**src/sv/tmtc_pkg.sv**
```systemverilog
`timescale 1ns / 1ps
package tmtc_pkg;

    localparam int MAX_SEGMENTS_DEF = 16;

    localparam int TIME_W  = 31;
    localparam int TEMPO_W = 24;
    localparam int TPQ_W   = 15;
    localparam int CNT_REG_W = 5;
    localparam int CFG_IDX_W = 1;
    localparam int K_W     = 25;                  // ticks_per_quarter * 1000
    localparam int PROD_W  = TIME_W + K_W;        // 56
    localparam int DIVN_W  = PROD_W + 2;          // 2*num + den
    localparam int DIVD_W  = K_W + 1;             // 2*den
    localparam int DIV_STEPS = TIME_W;
    localparam int PC_W    = 4;

    localparam logic [TIME_W-1:0] TIME_MAX = {TIME_W{1'b1}};
    localparam logic [9:0] MS_PER_SEC = 10'd1000;

    localparam logic [2:0] CMD_LOAD       = 3'd0;
    localparam logic [2:0] CMD_TEMPO_TICK = 3'd1;
    localparam logic [2:0] CMD_TEMPO_MS   = 3'd2;
    localparam logic [2:0] CMD_TICK2MS    = 3'd3;
    localparam logic [2:0] CMD_MS2TICK    = 3'd4;
    localparam logic [2:0] CMD_TLEN2MS    = 3'd5;
    localparam logic [2:0] CMD_MLEN2TICK  = 3'd6;

    localparam logic [CFG_IDX_W-1:0] REG_TPQ    = 1'b0;
    localparam logic [CFG_IDX_W-1:0] REG_SEGCNT = 1'b1;

    typedef struct packed {
        logic [TIME_W-1:0]  tick_lo;
        logic [TIME_W-1:0]  tick_hi;
        logic [TIME_W-1:0]  start_ms;
        logic [TIME_W-1:0]  end_ms;
        logic [TEMPO_W-1:0] tempo;
    } t_seg;

    typedef enum logic [2:0] {
        OP_NONE,
        OP_CLR_IDX,
        OP_STEP,
        OP_PREP,
        OP_MUL,
        OP_DIV_INIT,
        OP_DIV_STEP,
        OP_FIN
    } t_op;

    typedef enum logic [1:0] {
        FIN_ZERO,
        FIN_TEMPO,
        FIN_CONV
    } t_fin;

    typedef enum logic [3:0] {
        JC_NONE,
        JC_ALWAYS,
        JC_NO_ACCEPT,
        JC_NOT_QUERY,
        JC_EMPTY,
        JC_HIT,
        JC_MORE,
        JC_TEMPO,
        JC_DIV_MORE
    } t_jc;

    typedef struct packed {
        t_op             op;
        t_fin            fin_sel;
        t_jc             jc;
        logic [PC_W-1:0] target;
        logic            fin;
        logic            in_ready;
    } t_ctl;

    typedef struct packed {
        logic accept;
        logic not_query;
        logic empty;
        logic hit;
        logic more;
        logic tempo_cmd;
        logic div_more;
        logic out_free;
    } t_stat;

    localparam logic [PC_W-1:0] PC_WAIT  = 4'd0;
    localparam logic [PC_W-1:0] PC_DISP  = 4'd1;
    localparam logic [PC_W-1:0] PC_SEED  = 4'd2;
    localparam logic [PC_W-1:0] PC_SCAN  = 4'd3;
    localparam logic [PC_W-1:0] PC_NEXT  = 4'd4;
    localparam logic [PC_W-1:0] PC_MISS  = 4'd5;
    localparam logic [PC_W-1:0] PC_HIT   = 4'd6;
    localparam logic [PC_W-1:0] PC_MUL   = 4'd7;
    localparam logic [PC_W-1:0] PC_DIVI  = 4'd8;
    localparam logic [PC_W-1:0] PC_DIVS  = 4'd9;
    localparam logic [PC_W-1:0] PC_FCONV = 4'd10;
    localparam logic [PC_W-1:0] PC_ZERO  = 4'd11;
    localparam logic [PC_W-1:0] PC_TEMPO = 4'd12;

    function automatic t_ctl mk(t_op op, t_fin fs, t_jc jc, logic [PC_W-1:0] tgt,
                                logic fin, logic rdy);
        t_ctl c;
        c.op       = op;
        c.fin_sel  = fs;
        c.jc       = jc;
        c.target   = tgt;
        c.fin      = fin;
        c.in_ready = rdy;
        return c;
    endfunction

    // control store
    function automatic t_ctl ucode(logic [PC_W-1:0] pc);
        t_ctl c;
        case (pc)
            PC_WAIT:  c = mk(OP_NONE,     FIN_ZERO,  JC_NO_ACCEPT, PC_WAIT,  1'b0, 1'b1);
            PC_DISP:  c = mk(OP_CLR_IDX,  FIN_ZERO,  JC_NOT_QUERY, PC_ZERO,  1'b0, 1'b0);
            PC_SEED:  c = mk(OP_NONE,     FIN_ZERO,  JC_EMPTY,     PC_ZERO,  1'b0, 1'b0);
            PC_SCAN:  c = mk(OP_STEP,     FIN_ZERO,  JC_HIT,       PC_HIT,   1'b0, 1'b0);
            PC_NEXT:  c = mk(OP_NONE,     FIN_ZERO,  JC_MORE,      PC_SCAN,  1'b0, 1'b0);
            PC_MISS:  c = mk(OP_NONE,     FIN_ZERO,  JC_ALWAYS,    PC_ZERO,  1'b0, 1'b0);
            PC_HIT:   c = mk(OP_PREP,     FIN_ZERO,  JC_TEMPO,     PC_TEMPO, 1'b0, 1'b0);
            PC_MUL:   c = mk(OP_MUL,      FIN_ZERO,  JC_NONE,      PC_WAIT,  1'b0, 1'b0);
            PC_DIVI:  c = mk(OP_DIV_INIT, FIN_ZERO,  JC_NONE,      PC_WAIT,  1'b0, 1'b0);
            PC_DIVS:  c = mk(OP_DIV_STEP, FIN_ZERO,  JC_DIV_MORE,  PC_DIVS,  1'b0, 1'b0);
            PC_FCONV: c = mk(OP_FIN,      FIN_CONV,  JC_NONE,      PC_WAIT,  1'b1, 1'b0);
            PC_ZERO:  c = mk(OP_FIN,      FIN_ZERO,  JC_NONE,      PC_WAIT,  1'b1, 1'b0);
            PC_TEMPO: c = mk(OP_FIN,      FIN_TEMPO, JC_NONE,      PC_WAIT,  1'b1, 1'b0);
            default:  c = mk(OP_NONE,     FIN_ZERO,  JC_ALWAYS,    PC_WAIT,  1'b0, 1'b0);
        endcase
        return c;
    endfunction

endpackage

```
**src/sv/tmtc_sequencer.sv**
```systemverilog
`timescale 1ns / 1ps
module tmtc_sequencer (
    input  logic           i_clk,
    input  logic           i_rst_n,
    input  tmtc_pkg::t_stat i_stat,
    output tmtc_pkg::t_ctl  o_ctl
);
    import tmtc_pkg::*;

    logic [PC_W-1:0] r_pc;
    logic [PC_W-1:0] n_pc;
    t_ctl            ctl;
    logic            take;

    assign ctl   = ucode(r_pc);
    assign o_ctl = ctl;

    always_comb begin
        case (ctl.jc)
            JC_NONE:      take = 1'b0;
            JC_ALWAYS:    take = 1'b1;
            JC_NO_ACCEPT: take = !i_stat.accept;
            JC_NOT_QUERY: take = i_stat.not_query;
            JC_EMPTY:     take = i_stat.empty;
            JC_HIT:       take = i_stat.hit;
            JC_MORE:      take = i_stat.more;
            JC_TEMPO:     take = i_stat.tempo_cmd;
            JC_DIV_MORE:  take = i_stat.div_more;
            default:      take = 1'b0;
        endcase

        // finishing steps hold until the result register is free
        if (ctl.fin) begin
            n_pc = i_stat.out_free ? PC_WAIT : r_pc;
        end else if (take) begin
            n_pc = ctl.target;
        end else begin
            n_pc = r_pc + 1'b1;
        end
    end

    always_ff @(posedge i_clk) begin
        if (!i_rst_n) begin
            r_pc <= PC_WAIT;
        end else begin
            r_pc <= n_pc;
        end
    end

endmodule

```
**config.mk**
```make
export PLATFORM = sky130hd
export DESIGN_NAME = tmtc_sequencer
export DESIGN_NICKNAME = d
export VERILOG_FILES = /design/src/sv/tmtc_pkg.sv /design/src/sv/tmtc_sequencer.sv
export SDC_FILE = /design/constraint.sdc
export NUM_CORES = 1
export LEC_CHECK = 0
export BUFFER_PORTS_ARGS = -buffer_cell sky130_fd_sc_hd__buf_2
export CORE_MARGIN = 2
export CORE_UTILIZATION = 38
export CTS_BUF_LIST = sky130_fd_sc_hd__clkbuf_16
export CTS_CLUSTER_SIZE = 40
export DETAILED_ROUTE_END_ITERATION = 10
export GPL_TIMING_DRIVEN = 0
export HOLD_SLACK_MARGIN = 0.12
export PLACE_DENSITY = 0.63
export RECOVER_POWER = 100
export SLEW_MARGIN = 20
export SYNTH_ARGS = -nofsm -noshare
export SYNTH_HDL_FRONTEND = slang
export SYNTH_SLANG_ARGS = --single-unit
```
**constraint.sdc**
```tcl
create_clock -name i_clk -period 3 [get_ports i_clk]
set_clock_uncertainty 0.1 [all_clocks]
set_input_delay 0.15 -clock i_clk [delete_from_list [all_inputs] [get_ports i_clk]]
set_output_delay 0.15 -clock i_clk [all_outputs]
set_load 0.02 [all_outputs]
```
* Word level (Yosys, flattened, before mapping)
Memories as Yosys holds them, arrays and structs flattened. A register that Yosys moved wholly into a read port is not among the register bits. Index checks and enable logic that the tools add are counted. W data, S select, Z words.
Storage, ports and cells: register bits 4, ROM bits 240, bits of input ports 10, output and inout bits 15, logic and storage cells 19, memories kept 1
Memories:
- (no name shown) | words 16, bits a word 15, read ports 1, clocked after Yosys merged registers in 1, wr ports 0, RTL line tmtc_pkg.sv:118 | case (pc)
Operators by class: add/subtract/negate cells 1, equal/unequal tests 9, muxes and demuxes 6, reductions and logical operators 1
Operator list (count):
- $mux W4 | 5
- $eq A4 B3 Y1 const B | 4
- $eq A4 B2 Y1 const B | 2
- $pmux W1 S8 | 1
- $add A4 B1 Y4 const B | 1
- $eq A4 B1 Y1 const B | 1
- $eq A4 B4 Y1 const B | 1
- $ne A2 B2 Y1 const B | 1
- $logic_not A1 Y1 | 1

* Longest topological paths before layout
depth after elaboration 6, gate-level depth with buffers 11, mapped depth without buffers 11

* Worst setup path before layout
OpenSTA, ideal clock, no wires.
kind register -> register, from register, netlist name o_ctl[7], to register, netlist name o_ctl[6], setup time 74 ps, arrival 2502 ps, required time 2826 ps, slack 324 ps, stages on the path, launching flop included 10, buffers on the path 0, clock period less this slack 2676 ps, path through dfxtp_1 and2b_1 o21ai_1 a211o_1 o311a_1 nor2_1 inv_1 ha_1 or3_1 a31oi_1
On the way: cells in the longest elaborated chain, start to end 6, elaborated cells on any way between the ends 13, those cells by class 8 x eq/ne; 5 x mux
Ends and longest elaborated chain:
- $eq A4 B4 Y1, or another cell as far along | RTL line tmtc_sequencer.sv:19 | case (ctl.jc)
- $pmux W1 S8 * | RTL line tmtc_sequencer.sv:19
- $mux W4 * | RTL line tmtc_sequencer.sv:35 | end else if (take) begin
- $mux W4 * | RTL line tmtc_sequencer.sv:33 | if (ctl.fin) begin
- $mux W4 (no source line) * (2 in series)
Mark *: on every way between the ends. The rest lies on a longest branch, timed or not. A chain may end at the register's enable or synchronous reset.

* Final worst setup path
from register, netlist name o_ctl[7], to register, netlist name o_ctl[6]
On the way: cells in the longest elaborated chain, start to end 6, elaborated cells on any way between the ends 13, those cells by class 8 x eq/ne; 5 x mux
Ends and longest elaborated chain (RTL line):
- $eq A4 B4 Y1, or another cell as far along | tmtc_sequencer.sv:19
- $pmux W1 S8 * | tmtc_sequencer.sv:19
- $mux W4 * | tmtc_sequencer.sv:35
- $mux W4 * | tmtc_sequencer.sv:33
- $mux W4 (no source line) * (2 in series)
Marked as above.

==> parameters.txt <==
Parameter                              Value

Yosys
  Biggest area consumer among synthesized cells    sky130_fd_sc_hd__dfxtp_1
  Synth Net Count    139
  Yosys warns    0
  Sequential-to-total area share from yosys stat    0.3527
  Share of Yosys cell area claimed by the top area cell type    0.3527
  Cell with the most instances after synthesis    sky130_fd_sc_hd__dfxtp_1
  Post-synthesis adder-cell area fraction    0.06961
  Count of state elements after synthesis    19
  XOR/XNOR share of the synthesized area    0.008121
  Compound-gate portion of the synthesized area    0.2227
  Simple-gate area share of the yosys netlist    0.2831
  Synth Instances    123
  Synthesized area divided by synthesized cell count    8.769 sq um
  Commonest cells in the synthesized netlist    19 x sky130_fd_sc_hd__dfxtp_1, 10 x sky130_fd_sc_hd__inv_1, 10 x sky130_fd_sc_hd__nand2_1
  Synth async-reset ratio    0
  Most frequently used flop master after synthesis    sky130_fd_sc_hd__dfxtp_1
  Top cells by area in the synthesized netlist    sky130_fd_sc_hd__dfxtp_1 35%, sky130_fd_sc_hd__ha_1 7.0%, sky130_fd_sc_hd__inv_1 3.5%
  Library cells used by synthesis    50
  Combinational family with the most area after synthesis    simple AND/OR/NAND/NOR gates
  Multiplexer share of the synthesized area    0.009281
  Syn Std Cell Area    0.001079 sq mm
  Number of enable-type register cells in the synthesized netlist    0

Die
  Core region area    0.002734 sq mm
  Horiz. Die Dim    57.28 microns
  Row count    19
  Die Footprint    0.003280 sq mm
  Io pins    25
  Initial Util    0.3945
  Die Height    57.28 microns

Pwr
  Power Dens Cells    1336 mW/mm^2
  Leakage power total    0.5649 nW
  Maximum resistive drop on vdd    0.6564 mV

Clocking
  Longest Clk Path Bufs    2
  Total CTS buffers    3
  Root Buffer Master    sky130_fd_sc_hd__clkbuf_16
  H-tree lvl count    1
  Clock tree from TritonCTS    done
  CTS clock-pin slew for the worst setup and hold paths    50 ps
  Clk sinks    19
  Insertion delay to the later sink of the worst-skew pair    250 ps

STA
  Count of endpoints failing setup in the final report    0
  Total Neg Setup Slack    0 ps
  Clock period minus final worst setup slack    2763 ps
  Count of pins over their slew limit    0
  Relative slew margins    0.5900
  Max Clock Freq    361.9 MHz
  Final worst path period share    0.9211
  Final hold violations    0
  Least-Margin Pin Slew    612.8 ps
  Unrepaired setup endpoints after global routing    no

Place
  Total of buffers placed on input and output ports    23
  Routability Congestion    0.8744
  Cell Area, Placed    0.001232 sq mm
  Detailed placer's ending HPWL    1862 microns

Finish
  Area growth syn-to-layout    20.53%
  Fraction of layout cells with a size suffix above 1    0.1579
  Final net count    169
  Antenna diode count    0
  Post-layout instance area    0.001300 sq mm
  Fill cell total of the finished layout    278

Worst setup path
  CP Launch Type    register
  Length in cells of the worst reg-to-reg path    9
  Maximum fanout along the worst path    8
  Crit. End Element    register
  Kind of critical path    reg2reg
  Reg-to-reg endpoint    o_ctl[6]$_DFF_P_
  Reg-to-reg setup timing slack    240 ps
  Arrival time of the worst setup path    2830 ps
  Startpoint of the lowest-slack register-to-register path    o_ctl[7]$_SDFF_PN0_
  Required @ worst endpoint    3070 ps

Run
  Maxcap violations    0

Route
  Number of violations reported at the end of detailed-routing iteration 0    46
  Pre-antenna DRT Iters    4
  DRC violation count after routing    0
  Total via count after detailed routing    1017
  Post-route ant nets    0
  Final routed wire length divided by cell count    13.60 microns
  Vias per cell    5.557
  Wire length reported by the detailed router    2488 microns

Global route
  GR peak layer    met2
  Maximum number of pins on one net before global-route repair    11
  Tot GR Track Use    0.1610
  Aggregate global routing overflow    0
  Antenna violations before repair    0
  First-pass GRT wire length    4133 microns
  Number of global-route vias before repair    932
  Met3 track demand over resource    0.02041
  Met2 Track Usage GR    0.2594
  Met1 track demand over resource in global routing    0.2169

Min path
  Endpoint of the worst hold-timing path    o_ctl[3]$_SDFF_PN0_
  Worst hold path depth    5
  Hold_sp    i_stat[0]
  Path type of the worst min-delay path    in2reg

Run status
  Status    complete, no violations
## stage by stage
| step | cells | hold WS, ps | power [mW] | util | setup slack, ps |
|---|---|---|---|---|---|
| floorplan | 123 | 313.9 | 1.220 | - | 323.7 |
| global placement | 177 | 385.1 | 1.462 | 0.4508 | 161.4 |
| detailed placement | 177 | 372.3 | 1.479 | 0.4508 | 130.1 |
| CTS | 182 | 445.0 | 1.757 | 0.4833 | 112.1 |
| global route | 183 | 418.1 | 1.873 | 0.4755 | 17.53 |
| finish | 183 | 400.3 | 1.737 | 0.4755 | 236.8 |
## power breakdown
| group | internal (mW) | leakage (nW) | switching, mW |
|---|---|---|---|
| Clock | 0.177 | 0.0423 | 0.0860 |
| Combinational | 0.393 | 0.366 | 0.654 |
| Sequential | 0.355 | 0.157 | 0.0712 |
| Total | 0.925 | 0.565 | 0.811 |
## worst max path at each step
stage	slack, ps	end	cells after the start	startpoint
CTS	110	o_ctl[6]$_DFF_P_	9	o_ctl[7]$_SDFF_PN0_
floorplan	320	o_ctl[6]$_DFF_P_	9	o_ctl[7]$_SDFF_PN0_
finish	240	o_ctl[6]$_DFF_P_	9	o_ctl[7]$_SDFF_PN0_
global route	20	o_ctl[6]$_DFF_P_	9	o_ctl[7]$_SDFF_PN0_
detailed placement	130	o_ctl[6]$_DFF_P_	9	o_ctl[7]$_SDFF_PN0_
global placement	160	o_ctl[6]$_DFF_P_	8	o_ctl[7]$_SDFF_PN0_
## state kept, by name (all words and copies together), names as in the netlist
register / cells
o_ctl: 15
r_pc: 4
## metal layers
metal | share of wire | vias up | routed length [microns]
li1 | - | 500 | -
met1 | 0.45 | 481 | 1117
met2 | 0.47 | 31 | 1178
met3 | 0.060 | 5 | 149
met4 | 0.017 | 0 | 42
met5 | 0 | - | 0
## repair_timing
action / in CTS / in global routing
hold endpoints to repair: 1 / 0
buffers inserted: 0 / 1
endpoints found under the setup margin: 0 / 1
hold buffers: 1 / 0
resized for setup: 0 / 1
## logic make-up (layout without fill, tap and decap cells)
| logic type | after synthesis | after routing |
|---|---|---|
| buffers and inverters | 14 | 43 |
| multiplexers | 1 | 1 |
| AND/OR/NAND/NOR | 51 | 51 |
| AO/OA/AOI/OAI | 31 | 31 |
| flip-flops | 19 | 19 |
| XOR/XNOR | 1 | 1 |
| adder cells (fa/ha/maj) | 6 | 6 |
## area by class of cell
cell class,count,area (sq um),area share
tap,31,38.79,0.02984
inverter,10,37.54,0.02887
multi-input combinational,90,633.1,0.4870
clock buffer,3,75.07,0.05775
timing repair buffer,25,110.1,0.08470
sequential,19,380.4,0.2926
buffer,4,21.27,0.01636
clock inverter,1,3.754,0.002887
## cells in the final DEF, fill, tap and decap left out, types with 2 or more instances in the layout
master                       n
sky130_fd_sc_hd__dfxtp_1    19
sky130_fd_sc_hd__ha_1        6
sky130_fd_sc_hd__and2b_1     2
sky130_fd_sc_hd__o21ai_0     3
sky130_fd_sc_hd__clkbuf_16   3
sky130_fd_sc_hd__clkbuf_1   17
sky130_fd_sc_hd__a211oi_2    2
sky130_fd_sc_hd__o22ai_1     2
sky130_fd_sc_hd__nor3_1      3
sky130_fd_sc_hd__nand2b_1    5
sky130_fd_sc_hd__nand3_1     5
sky130_fd_sc_hd__o21ai_1     2
sky130_fd_sc_hd__nand2_1    10
sky130_fd_sc_hd__inv_1      11
sky130_fd_sc_hd__buf_2      10
sky130_fd_sc_hd__nand3b_1    2
sky130_fd_sc_hd__nor2_1      7
sky130_fd_sc_hd__o221ai_1    2
sky130_fd_sc_hd__nand4b_1    2
sky130_fd_sc_hd__a21oi_1     7
## critical path: stages (launching register included)
cell and delay (ps):
sky130_fd_sc_hd__dfxtp_1 440, sky130_fd_sc_hd__and2b_1 160, sky130_fd_sc_hd__o21ai_1 100, sky130_fd_sc_hd__a211oi_2 400, sky130_fd_sc_hd__nor4_1 120, sky130_fd_sc_hd__a211oi_2 380
sky130_fd_sc_hd__nand2_2 180, sky130_fd_sc_hd__ha_1 260, sky130_fd_sc_hd__or3_1 370, sky130_fd_sc_hd__a31oi_1 180
(Power assumes the default switching activity.)
